<file path="src/sv/itoa_pkg.sv">
// Package for the integer to ASCII radix converter.
// Holds the character constants, radix limits, state type and helper functions.
// Depends on nothing.
package itoa_pkg;

    localparam int VALUE_WIDTH_DEFAULT = 32;
    localparam int RADIX_W             = 6;
    localparam int CHAR_W              = 7;

    localparam logic [RADIX_W-1:0] RADIX_MIN     = 6'd2;
    localparam logic [RADIX_W-1:0] RADIX_MAX     = 6'd36;
    localparam logic [RADIX_W-1:0] RADIX_RESET   = 6'd10;
    localparam logic [RADIX_W-1:0] DECIMAL_RADIX = 6'd10;
    localparam logic [RADIX_W-1:0] LARGEST_NUMERAL = 6'd9;

    localparam logic [CHAR_W-1:0] CHAR_ZERO  = 7'h30;
    localparam logic [CHAR_W-1:0] CHAR_NINE  = 7'h39;
    localparam logic [CHAR_W-1:0] CHAR_A     = 7'h61;
    localparam logic [CHAR_W-1:0] CHAR_Z     = 7'h7a;
    localparam logic [CHAR_W-1:0] CHAR_MINUS = 7'h2d;

    typedef enum logic [2:0] {
        ST_IDLE,
        ST_DIV,
        ST_SIGN,
        ST_READ,
        ST_LOAD
    } state_t;

    function automatic logic [RADIX_W-1:0] eff_radix(input logic [RADIX_W-1:0] r);
        logic [RADIX_W-1:0] res;
        res = r;
        if (r < RADIX_MIN) begin
            res = RADIX_MIN;
        end else if (r > RADIX_MAX) begin
            res = RADIX_MAX;
        end
        return res;
    endfunction

    function automatic logic [CHAR_W-1:0] digit_char(input logic [RADIX_W-1:0] d);
        logic [CHAR_W-1:0] res;
        if (d > LARGEST_NUMERAL) begin
            res = CHAR_A + CHAR_W'(d - DECIMAL_RADIX);
        end else begin
            res = CHAR_ZERO + CHAR_W'(d);
        end
        return res;
    endfunction

endpackage

</file>
<file path="src/sv/int_to_ascii_radix.sv">
// Top level of the integer to ASCII radix converter.
// Serial restoring divider, digit memory and character output register.
// Depends on itoa_pkg.
//
// Each accepted value is divided by the radix one quotient bit per cycle in the
// shared bit-serial divider; the digits are then played out of a small digit
// memory in reverse order, each character by a memory read, then an output
// register load, after a leading minus sign for a negative decimal value. A new
// value is accepted once the previous run is fully handed to the output register.
module int_to_ascii_radix
    import itoa_pkg::*;
#(
    parameter int VALUE_WIDTH = VALUE_WIDTH_DEFAULT
) (
    input  logic                          aclk,
    input  logic                          aresetn,
    input  logic                          cfg_we,
    input  logic [RADIX_W-1:0]            cfg_wdata,
    input  logic                          s_valid,
    output logic                          s_ready,
    input  logic signed [VALUE_WIDTH-1:0] s_value,
    output logic                          m_valid,
    input  logic                          m_ready,
    output logic [CHAR_W-1:0]             m_character,
    output logic                          m_last
);

    localparam int CNT_W = $clog2(VALUE_WIDTH);
    localparam int IDX_W = $clog2(VALUE_WIDTH);
    localparam logic [CNT_W-1:0] CNT_TOP = CNT_W'(VALUE_WIDTH - 1);

    state_t state_reg, state_next;

    logic [RADIX_W-1:0]     radix_reg;
    logic [RADIX_W-1:0]     base_reg;
    logic                   neg_reg;
    logic [VALUE_WIDTH-1:0] quo_reg;
    logic [RADIX_W-1:0]     rem_reg;
    logic [CNT_W-1:0]       bit_cnt_reg;
    logic [IDX_W-1:0]       wr_idx_reg;
    logic [IDX_W-1:0]       rd_idx_reg;
    logic [RADIX_W-1:0]     rd_data_reg;
    logic [RADIX_W-1:0]     digit_mem [VALUE_WIDTH];

    logic                   m_valid_reg;
    logic [CHAR_W-1:0]      m_character_reg;
    logic                   m_last_reg;

    logic                   accept;
    logic                   out_free;
    logic                   in_neg;
    logic [VALUE_WIDTH-1:0] in_mag;
    logic [RADIX_W:0]       trial;
    logic                   qbit;
    logic [RADIX_W-1:0]     rem_next;
    logic [VALUE_WIDTH-1:0] quo_next;
    logic                   digit_done;
    logic                   conv_done;
    logic                   load_sign;
    logic                   load_digit;

    assign s_ready     = (state_reg == ST_IDLE);
    assign accept      = s_valid && s_ready;
    assign out_free    = !m_valid_reg || m_ready;
    assign m_valid     = m_valid_reg;
    assign m_character = m_character_reg;
    assign m_last      = m_last_reg;

    assign in_neg = (eff_radix(radix_reg) == DECIMAL_RADIX) && s_value[VALUE_WIDTH-1];
    assign in_mag = in_neg ? (~s_value + VALUE_WIDTH'(1)) : s_value;

    // One restoring division step per cycle.
    assign trial    = {rem_reg, quo_reg[VALUE_WIDTH-1]};
    assign qbit     = (trial >= {1'b0, base_reg});
    assign rem_next = qbit ? RADIX_W'(trial - {1'b0, base_reg}) : trial[RADIX_W-1:0];
    assign quo_next = {quo_reg[VALUE_WIDTH-2:0], qbit};

    assign digit_done = (state_reg == ST_DIV) && (bit_cnt_reg == '0);
    assign conv_done  = digit_done && (quo_next == '0);

    always_comb begin
        state_next = state_reg;
        unique case (state_reg)
            ST_IDLE: begin
                if (accept) begin
                    state_next = ST_DIV;
                end
            end
            ST_DIV: begin
                if (conv_done) begin
                    state_next = neg_reg ? ST_SIGN : ST_READ;
                end
            end
            ST_SIGN: begin
                if (out_free) begin
                    state_next = ST_READ;
                end
            end
            ST_READ: begin
                state_next = ST_LOAD;
            end
            ST_LOAD: begin
                if (out_free) begin
                    state_next = (rd_idx_reg == '0) ? ST_IDLE : ST_READ;
                end
            end
            default: begin
                state_next = ST_IDLE;
            end
        endcase
    end

    always_comb begin
        load_sign  = 1'b0;
        load_digit = 1'b0;
        unique case (state_reg)
            ST_SIGN: load_sign  = out_free;
            ST_LOAD: load_digit = out_free;
            default: begin
                load_sign  = 1'b0;
                load_digit = 1'b0;
            end
        endcase
    end

    always_ff @(posedge aclk) begin
        if (!aresetn) begin
            state_reg   <= ST_IDLE;
            radix_reg   <= RADIX_RESET;
            m_valid_reg <= 1'b0;
        end else begin
            state_reg <= state_next;
            if (cfg_we) begin
                radix_reg <= cfg_wdata;
            end
            if (load_sign || load_digit) begin
                m_valid_reg <= 1'b1;
            end else if (m_ready) begin
                m_valid_reg <= 1'b0;
            end
        end
    end

    always_ff @(posedge aclk) begin
        if (accept) begin
            base_reg    <= eff_radix(radix_reg);
            neg_reg     <= in_neg;
            quo_reg     <= in_mag;
            rem_reg     <= '0;
            bit_cnt_reg <= CNT_TOP;
            wr_idx_reg  <= '0;
        end else if (state_reg == ST_DIV) begin
            quo_reg <= quo_next;
            if (digit_done) begin
                rem_reg     <= '0;
                bit_cnt_reg <= CNT_TOP;
                wr_idx_reg  <= wr_idx_reg + IDX_W'(1);
                rd_idx_reg  <= wr_idx_reg;
            end else begin
                rem_reg     <= rem_next;
                bit_cnt_reg <= bit_cnt_reg - CNT_W'(1);
            end
        end else if (load_digit) begin
            rd_idx_reg <= rd_idx_reg - IDX_W'(1);
        end

        if (load_sign) begin
            m_character_reg <= CHAR_MINUS;
            m_last_reg      <= 1'b0;
        end else if (load_digit) begin
            m_character_reg <= digit_char(rd_data_reg);
            m_last_reg      <= (rd_idx_reg == '0);
        end
    end

    always_ff @(posedge aclk) begin
        if (digit_done) begin
            digit_mem[wr_idx_reg] <= rem_next;
        end
        rd_data_reg <= digit_mem[rd_idx_reg];
    end

`ifndef NO_ASSERTIONS
    a_rem_below_base: assert property (@(posedge aclk) disable iff (!aresetn)
        (state_reg == ST_DIV) |-> (rem_reg < base_reg))
        else $error("remainder not below radix during division");

    a_accept_starts_div: assert property (@(posedge aclk) disable iff (!aresetn)
        accept |=> (state_reg == ST_DIV))
        else $error("accepted value did not start division");

    a_digit_in_range: assert property (@(posedge aclk) disable iff (!aresetn)
        (state_reg == ST_LOAD) |-> (rd_data_reg < base_reg))
        else $error("stored digit not below radix");

    a_char_legal: assert property (@(posedge aclk) disable iff (!aresetn)
        m_valid_reg |-> ((m_character_reg >= CHAR_ZERO && m_character_reg <= CHAR_NINE) ||
                         (m_character_reg >= CHAR_A && m_character_reg <= CHAR_Z) ||
                         (m_character_reg == CHAR_MINUS)))
        else $error("illegal output character");

    a_sign_not_last: assert property (@(posedge aclk) disable iff (!aresetn)
        (m_valid_reg && m_character_reg == CHAR_MINUS) |-> !m_last_reg)
        else $error("minus sign flagged as last character");
`endif

endmodule

</file>
<file path="config.mk">
export PLATFORM = sky130hd
export DESIGN_NAME = int_to_ascii_radix
export DESIGN_NICKNAME = d
export VERILOG_FILES = /design/src/sv/itoa_pkg.sv /design/src/sv/int_to_ascii_radix.sv
export SDC_FILE = /design/constraint.sdc
export NUM_CORES = 1
export LEC_CHECK = 0
export BUFFER_PORTS_ARGS = -buffer_cell sky130_fd_sc_hd__buf_2
export CAP_MARGIN = 20
export CORE_MARGIN = 3
export CORE_UTILIZATION = 30
export CTS_BUF_LIST = sky130_fd_sc_hd__clkbuf_8
export DETAILED_ROUTE_END_ITERATION = 10
export PLACE_DENSITY_LB_ADDON = 0.08
export SYNTH_ARGS = -nofsm -noshare
export SYNTH_HDL_FRONTEND = slang
export SYNTH_SLANG_ARGS = --single-unit
</file>
<file path="constraint.sdc">
create_clock -name aclk -period 3.4 [get_ports aclk]
set_input_delay 0.17 -clock aclk [delete_from_list [all_inputs] [get_ports aclk]]
set_output_delay 0.17 -clock aclk [all_outputs]
set_load 0.005 [all_outputs]
</file>
==> results.json, run 1 <==
{
  "status": "finished, final reports clean",
  "syn_to_final_growth_pct": 18.06,
  "synth-seq-cells": 276,
  "start_kind": "flop",
  "fmax_mhz": 365.3,
  "drtIter0Drc": 466,
  "grt_start_max_net_pins": 69,
  "core_um2": 40920,
  "power_switching_mw": 2.753,
  "critical_path_class": "reg2reg",
  "hold_depth": 3,
  "period_share_pct": 80.52,
  "pwr-share-clk_pct": 30.3,
  "pwr-share-seq_pct": 50.2,
  "gp_congestion": 0.7511,
  "largest_reg_flops": 192,
  "synthCells": 870,
  "maxSlewHeadroom_pct": 32.71,
  "fin_worst_skew_ns": 0.02663,
  "switching_share_pct": 29.59,
  "netlist_area_um2": 12460,
  "antenna_found_initial": 0,
  "firstDrtPassIters": 7,
  "dieWidth_um": 209.8,
  "synth_area_per_cell_um2": 14.32,
  "antenna_cells": 0,
  "worst_pin_slew_ns": 0.9953,
  "max_cap_viol_count": 0,
  "cts_root_buf": "clkbuf_8",
  "track_usage_pct": 13.83,
  "synth_area_leader_cell": "edfxtp_1",
  "chipHeight_um": 209.8,
  "hold_viol_final": 0,
  "setup_ws_ns": 0.6623,
  "async_flop_share_pct": 0,
  "combPwrFrac_pct": 19.5,
  "setup_violations": 0,
  "cts_resized": 0,
  "rr_endpoint": "digit_mem[30][4]",
  "rsz0062_at_grt": "false",
  "fin_total_pwr_mw": 9.304,
  "routed-via-count": 7458,
  "post_cts.repair.setup_buffers": 0,
  "wl_um": 29650,
  "htree_levels": 2,
  "power.leakage_nw": 5.110,
  "p_int_mw": 6.550,
  "mostFrequentLayoutCell": "edfxtp_1",
  "dpl_worst_slack_ns": 0.6679,
  "hp-class": "in2reg",
  "io_pins": 53,
  "grt_pass1_vias": 7997,
  "ant_nets": 0,
  "synth_seq_area_share_pct": 63.29,
  "yosysWarningCount": 0,
  "period_needed_ns": 2.738,
  "synth_edf_count": 236,
  "cp.required_ns": 3.63,
  "fillCellCount": 4008,
  "io_buffers": 52,
  "r2r_cells": 6,
  "grt_pass1_wl_um": 46860,
  "cp_data_arrival_time_ns": 2.96,
  "timing.final.max_slew_violations": 0,
  "crit_path_max_fanout": 32,
  "final-seq-area_um2": 7888,
  "rows": 74,
  "rrSetupSlack_ns": 0.66,
  "ctsHoldBuffers": 49,
  "via_per_inst": 4.765,
  "cts_tree": "built",
  "r2r_start": "quo_reg[31]",
  "multi_input_area_um2": 4302,
  "wl_per_cell_um": 18.94,
  "syn_nets": 933,
  "start_util_pct": 30.45,
  "dp_hpwl_um": 19040,
  "synth_area_leaders": "edfxtp_1, mux4_2, dfxtp_1, mux4_1, nand2_1",
  "tns_ns": 0,
  "synthDistinctLibCells": 71,
  "peakVddDrop_v": 0.0004734,
  "final_cell_mix": "edfxtp_1, nand2_1, nor2_1",
  "synthFlopType": "edfxtp_1",
  "numClockSinks": 276,
  "clk_pin_slew_ns": 0.05,
  "final_util_pct": 35.95,
  "clkLatencyLatePin_ns": 0.60,
  "startpoint": "quo_reg[31]",
  "nNetsFinal": 1060,
  "clk_path_buf_depth": 3,
  "synth_top_area_share_pct": 56.87,
  "drc_errors": 0,
  "dieArea_um2": 44020,
  "power_density_nw_per_um2": 632.3,
  "drive_gt1_share_pct": 18.78,
  "endpoint": "digit_mem[30][4]",
  "overflow": 0,
  "end_kind": "flop",
  "cts_made_buffers": 51
}
## cells by family (layout without fill, tap and decap cells)
kind of cell | Yosys count | after routing | share of synthesized area (%)
adder cells (fa/ha/maj) | 21 | 21 | 2.149
XOR/XNOR | 41 | 41 | 2.881
multiplexers | 79 | 79 | 12.28
AO/OA/AOI/OAI | 125 | 125 | 6.496
buffers and inverters | 69 | 232 | 2.580
flip-flops | 276 | 276 | 63.29
AND/OR/NAND/NOR | 259 | 259 | 10.32
## cell usage after synthesis (3+ instances only)
cell and n:
edfxtp_1 236, nand2_1 89, nor2_1 62, o21ai_0 48, dfxtp_1 40, mux4_2 40
xor2_1 30, inv_1 26, clkbuf_1 19, ha_1 19, a21oi_1 16, mux2i_1 16
nand3_1 16, mux4_1 14, o31ai_1 14, nor2b_1 12, nor3_1 12, nor4_1 11
xnor2_1 11, o211ai_1 10, buf_2 9, mux2_2 9, nand2b_1 9, nand4_1 9
buf_1 7, and2_1 6, a211oi_1 5, or3_1 5, and3_1 4, nand3b_1 4
o41ai_1 4, a211o_1 3, a31oi_1 3, nor4b_1 3, o21a_1 3, or3b_2 3
## power groups by stage
stage | combinational [mW] | clock [mW] | sequential [mW]
after detailed placement | 1.85 | 0 | 4.74
after global placement | 1.87 | 0 | 4.74
final | 1.82 | 2.82 | 4.67
after floorplan | 1.00 | 0 | 4.71
after global routing | 2.08 | 3.10 | 4.70
after CTS | 1.90 | 2.95 | 4.67
## worst max-delay path: stages, from the launching register on
cell and delay [ns]:
edfxtp_1 0.39, inv_1 0.12, ha_1 0.29, and3_1 0.23, o211ai_1 0.18, and2_1 0.49
mux2_2 0.64
## per-stage QoR
stage          hold slack (ns)  instances  area (µm²)
6_report               0.06852       1565       14710
5_1_grt                0.06521       1565       14710
4_1_cts                0.01277       1564       14710
3_5_place_dp            0.3924       1426       13330
3_3_place_gp            0.3960       1426       13330
2_1_floorplan           0.2987        870       12460
## worst min path at each step
stage	slack [ns]	to	start
after floorplan	0.30	radix_reg[1]	cfg_wdata[1]
after global placement	0.40	radix_reg[3]	cfg_wdata[3]
after detailed placement	0.39	radix_reg[3]	cfg_wdata[3]
after CTS	0.01	quo_reg[2]	s_value[2]
after global routing	0.07	quo_reg[2]	s_value[2]
final	0.07	quo_reg[2]	s_value[2]
## routing by layer
metal  GRT usage, %  share of wire (%)  vias up
li1               -                  -     3608
met1          18.33                 46     3667
met2          22.74                 48      129
met3          2.706                3.7       54
met4          4.850                2.4        0
met5              0                  0        -
## layout make-up
type                    instances  area share, %
flip-flops and latches        276          53.61
multi-input cells             525          29.24
repair buffers                116          5.953
clock buffers                  51          4.771
well taps                     532          4.524
clock inverters                38          1.216
inverters                      27         0.6888
Power figures use the tool's default switching activity.
==> inputs of run 2 (changes only) <==
==> constraint.sdc (replaced) <==
create_clock -name aclk -period 2.2 [get_ports aclk]
set_input_delay 0.11 -clock aclk [delete_from_list [all_inputs] [get_ports aclk]]
set_output_delay 0.11 -clock aclk [all_outputs]
set_load 0.005 [all_outputs]
==> results.json, run 2 (synthesis gave the netlist of run 1 again) <==
{
  "status": "finished, final reports clean",
  "cpMaxStageDelayCell": "edfxtp_1",
  "dieWidth_um": 209.8,
  "cts_root_buf": "clkbuf_8",
  "final_util_pct": 38.55,
  "fin_total_pwr_mw": 15.74,
  "cpPeakStageDelay_ns": 0.40,
  "grt_util_met1_pct": 17.75,
  "syn_to_final_growth_pct": 26.60,
  "hp-class": "in2reg",
  "busiest_layer": "met2",
  "fin_area_um2": 15780,
  "numClockSinks": 276,
  "cp_data_arrival_time_ns": 2.63,
  "drive_gt1_share_pct": 27.75,
  "fmax_mhz": 460.9,
  "period_share_pct": 98.63,
  "timing.final.max_slew_violations": 0,
  "firstDrtPassIters": 6,
  "grt_start_max_net_pins": 69,
  "crit_path_max_fanout": 8,
  "final_cell_mix": "edfxtp_1, nand2_1, buf_4",
  "crit_family": "buffers and inverters",
  "overflow": 0,
  "via_per_inst": 4.731,
  "critical_path_class": "reg2reg",
  "grt_pass1_wl_um": 46740,
  "power_density_nw_per_um2": 997.7,
  "rows": 74,
  "end_kind": "flop",
  "chipHeight_um": 209.8,
  "start_util_pct": 30.45,
  "clkLatencyLatePin_ns": 0.61,
  "largest_reg_flops": 192,
  "gr-usage-met2_pct": 23.02,
  "max_cap_viol_count": 0,
  "dieArea_um2": 44020,
  "clk_pin_slew_ns": 0.06,
  "antenna_found_initial": 0,
  "setup_violations": 0,
  "drc_errors": 0,
  "grt_util_met3_pct": 3.094,
  "path_cells": "inv_2 -> ha_4 -> and3_4 -> o211ai_1 -> and2_4 -> buf_6 -> mux2i_4 -> buf_12 -> clkbuf_16",
  "power.leakage_nw": 5.685,
  "dp_hpwl_um": 19660,
  "core_um2": 40920,
  "wl_per_cell_um": 18.74,
  "start_kind": "flop",
  "routed-via-count": 7868,
  "clk_path_buf_depth": 3,
  "fin_worst_skew_ns": 0.03291,
  "critical_path_buf_inv_count": 4,
  "cts_tree": "built",
  "hold_viol_final": 0,
  "nNetsFinal": 1154,
  "rsz0062_at_grt": "true",
  "period_needed_ns": 2.170,
  "track_usage_pct": 13.67,
  "htree_levels": 2,
  "ant_nets": 0,
  "place_area_um2": 14110,
  "gp_congestion": 0.7304,
  "worst_pin_slew_ns": 0.4972,
  "cts_made_buffers": 49,
  "cp.required_ns": 2.66,
  "drtIter0Drc": 526,
  "mostFrequentLayoutCell": "edfxtp_1",
  "peakVddDrop_v": 0.0005608,
  "wl_um": 31160,
  "io_pins": 53,
  "maxSlewHeadroom_pct": 66.85,
  "grt_pass1_vias": 8126,
  "io_buffers": 52,
  "rrSetupSlack_ns": 0.03
}
[run 2: changes by cell type in the layout (fill, tap and decap cells not counted), sizes merged]
cell         before  now
mux2              9   12
clkinvlp          1    2
inv              42   41
bufinv            1    0
diode             0    3
clkinv           21   23
dlygate4sd3      49   52
clkbuf           52   51
buf              66  155
[run 2: worst paths after layout]
check	to	depth (start not counted)	start
worst max-delay path	digit_mem[7][1]	9	quo_reg[31]
worst min-delay path	quo_reg[23]	4	s_value[23]
worst max register to register	digit_mem[7][1]	9	quo_reg[31]
worst min register to register	m_last	2	m_last
[run 2: worst register-to-register path, cell delays in order (launching register included)]
cell and delay, ns:
edfxtp_1 0.40, inv_2 0.09, ha_4 0.20, and3_4 0.18, o211ai_1 0.20, and2_4 0.25
buf_6 0.14, mux2i_4 0.24, buf_12 0.16, clkbuf_16 0.18
[run 2: cell type report]
cell class	count	area, µm²
diodes	3	7.507
clock buffers	49	674.4
clock inverters	39	175.2
fillers	3911	25150
inverters	27	106.4
multi-input cells	528	4482
flip-flops and latches	276	7891
well taps	532	665.6
repair buffers	209	1774
[run 2: repair_timing]
action                     CTS  global route
hold endpoints to repair    46             0
gates cloned                 0             6
buffers inserted             0             7
gates resized for setup      3            23
pin swaps                    0             2
hold buffers                52             0
setup endpoints to repair  121           168
[run 2: routing by layer]
layer / wire [µm] / share of wire [%]
met1: 13860 / 44
met2: 15300 / 49
met3: 1324 / 4.2
met4: 680 / 2.2
met5: 0 / 0
[run 2: power by group]
part / switching [mW] / internal [mW] / leakage, nW
logic: 2.45 / 1.83 / 2.69
clock network: 2.16 / 2.08 / 0.491
registers: 0.216 / 7.00 / 2.51
total: 4.82 / 10.9 / 5.68
[run 2: through the flow]
stage / cells / hold WS [ns] / setup slack, ns / setup TNS, ns
after global routing: 1660 / 0.1142 / -0.08186 / -3.457
after global placement: 1507 / 0.3373 / 0.01516 / 0
final: 1663 / 0.09923 / 0.03018 / 0
after CTS: 1647 / 0.04553 / 0.009805 / 0
after detailed placement: 1507 / 0.3426 / -0.01391 / -0.6731
after floorplan: 870 / 0.2387 / -0.01257 / -0.4255
==> inputs of run 3 (changes only) <==
--- a/config.mk
+++ b/config.mk
@@ -9,9 +9,8 @@
 export CAP_MARGIN = 20
 export CORE_MARGIN = 3
 export CORE_UTILIZATION = 30
-export CTS_BUF_LIST = sky130_fd_sc_hd__clkbuf_8
 export DETAILED_ROUTE_END_ITERATION = 10
-export PLACE_DENSITY_LB_ADDON = 0.08
+export PLACE_DENSITY = 0.56
 export SYNTH_ARGS = -nofsm -noshare
 export SYNTH_HDL_FRONTEND = slang
 export SYNTH_SLANG_ARGS = --single-unit
==> constraint.sdc (replaced) <==
create_clock -name aclk -period 2.2 [get_ports aclk]
set_input_delay 0.11 -clock aclk [delete_from_list [all_inputs] [get_ports aclk]]
set_output_delay 0.11 -clock aclk [all_outputs]
set_load 0.02 [all_outputs]
==> results.json, run 3 (synthesis gave the netlist of run 1 again) <==
{
  "status": "finished with violations",
  "violations": "negative setup slack",
  "syn_to_final_growth_pct": 25.96,
  "dp_hpwl_um": 17930,
  "maxSlewHeadroom_pct": 65.12,
  "start_kind": "flop",
  "power.leakage_nw": 5.570,
  "period_needed_ns": 2.224,
  "setup_violations": 16,
  "grt_pass1_vias": 7706,
  "max_cap_viol_count": 0,
  "dpl_worst_slack_ns": -0.02302,
  "cpPeakStageDelay_ns": 0.44,
  "cts_root_buf": "clkbuf_16",
  "track_usage_pct": 12.01,
  "end_kind": "flop",
  "worst_pin_slew_ns": 0.5232,
  "clk_path_buf_depth": 3,
  "numClockSinks": 276,
  "final-seq-area_um2": 7888,
  "dieArea_um2": 44020,
  "combPwrFrac_pct": 24.5,
  "io_pins": 53,
  "grt_start_max_net_pins": 69,
  "period_share_pct": 101.1,
  "firstDrtPassIters": 5,
  "drtIter0Drc": 411,
  "start_util_pct": 30.45,
  "fmax_mhz": 449.7,
  "power_density_nw_per_um2": 1025,
  "peakVddDrop_v": 0.0006034,
  "overflow": 0,
  "wl_um": 27490,
  "mostFrequentLayoutCell": "edfxtp_1",
  "switching_share_pct": 27.35,
  "rows": 74,
  "io_buffers": 52,
  "p_int_mw": 11.69,
  "cts_tree": "built",
  "wl_per_cell_um": 17.04,
  "fin_area_um2": 15700,
  "hold_viol_final": 0,
  "power_switching_mw": 4.400,
  "antenna_cells": 0,
  "fillCellCount": 3893,
  "ant_nets": 0,
  "largest_reg_flops": 192,
  "pwr-share-seq_pct": 44.7,
  "dieWidth_um": 209.8,
  "core_um2": 40920,
  "hp-class": "in2reg",
  "routed-via-count": 7781,
  "setup_ws_ns": -0.02384,
  "final_util_pct": 38.36,
  "crit_path_max_fanout": 8,
  "clk_pin_slew_ns": 0.06,
  "grt_pass1_wl_um": 42740,
  "cpMaxStageDelayCell": "edfxtp_1",
  "cp.required_ns": 2.48,
  "nNetsFinal": 1121,
  "clkLatencyLatePin_ns": 0.55,
  "pwr-share-clk_pct": 30.9,
  "tns_ns": -0.2190,
  "via_per_inst": 4.824,
  "fin_worst_skew_ns": 0.02296,
  "drc_errors": 0,
  "gp_congestion": 0.8259,
  "drive_gt1_share_pct": 26.36,
  "final_cell_mix": "edfxtp_1, nand2_1, buf_4",
  "cts_made_buffers": 29,
  "hold-worst-slack_ns": 0.01511,
  "antenna_found_initial": 0,
  "htree_levels": 1,
  "place_area_um2": 14050,
  "timing.final.max_slew_violations": 0,
  "multi_input_area_um2": 4383,
  "rsz0062_at_grt": "true",
  "path_cells": "ha_4 -> nand2b_1 -> a21oi_2 -> o211ai_1 -> and2_4 -> buf_6 -> mux2i_4 -> buf_12 -> clkbuf_16",
  "cp_data_arrival_time_ns": 2.51,
  "chipHeight_um": 209.8,
  "critical_path_class": "reg2reg"
}
[run 3: cell count changes in the layout (fill, tap and decap cells not counted), sizes merged]
cell	previous run	this run
clkinv	23	12
mux2	12	9
clkbuf	51	37
buf	155	153
diode	3	0
clkinvlp	2	3
inv	41	26
bufinv	0	5
dlygate4sd3	52	44
[run 3: cell type report]
type,instances,share of cell area [%]
timing repair buffer,199,10.74
multi-input combinational,525,27.92
tap,532,4.240
inverter,27,0.6775
clock buffer,35,4.766
clock inverter,19,1.403
sequential,276,50.25
[run 3: final timing paths]
path | start | end | slack, ns | cells after the start
worst max register to register | base_reg[0] | digit_mem[24][1] | -0.02 | 9
worst min-delay path | s_value[29] | quo_reg[29] | 0.02 | 3
worst max-delay path | base_reg[0] | digit_mem[24][1] | -0.02 | 9
worst min register to register | m_last | m_last | 0.46 | 2
[run 3: critical path: cells and delay by family, from the launching register on]
| family | cells | cell delay, ns |
|---|---|---|
| and+or+nand+nor | 2 | 0.37 |
| muxes | 1 | 0.19 |
| AOI/OAI and AO/OA | 2 | 0.31 |
| adders and majority gates | 1 | 0.20 |
| DFF | 1 | 0.44 |
| buffers and inverters | 3 | 0.45 |
[run 3: power by group through the flow]
stage               Combinational [mW]  Sequential, mW  Clock [mW]
floorplan                         1.76            7.30           0
global route                      4.28            7.22        5.30
detailed placement                3.35            7.29           0
global placement                  3.27            7.28           0
finish                            3.93            7.19        4.97
CTS                               3.49            7.18        5.08
[run 3: what timing repair did]
item                                   4_1_cts  5_1_grt
pin swaps                                    0        3
gates resized for setup                      2       14
setup buffers                                5        9
hold buffers                                44        0
setup endpoints to repair                  128      135
cloned                                       0        3
endpoints found under the hold margin       35        0
[run 3: per-layer routing]
metal / vias up / routed length (µm) / GRT usage (%) / share of wire (%)
li1: 3726 / - / - / -
met1: 3876 / 12660 / 16.67 / 46
met2: 144 / 13320 / 20.22 / 48
met3: 35 / 1050 / 1.764 / 3.8
met4: 0 / 455 / 2.379 / 1.7
met5: - / 0 / 0 / 0
[run 3: stage by stage]
step           power, mW  cells
6_report           16.09   1613
5_1_grt            16.80   1613
4_1_cts            15.75   1601
3_5_place_dp       10.64   1498
3_3_place_gp       10.56   1498
2_1_floorplan      9.056    870
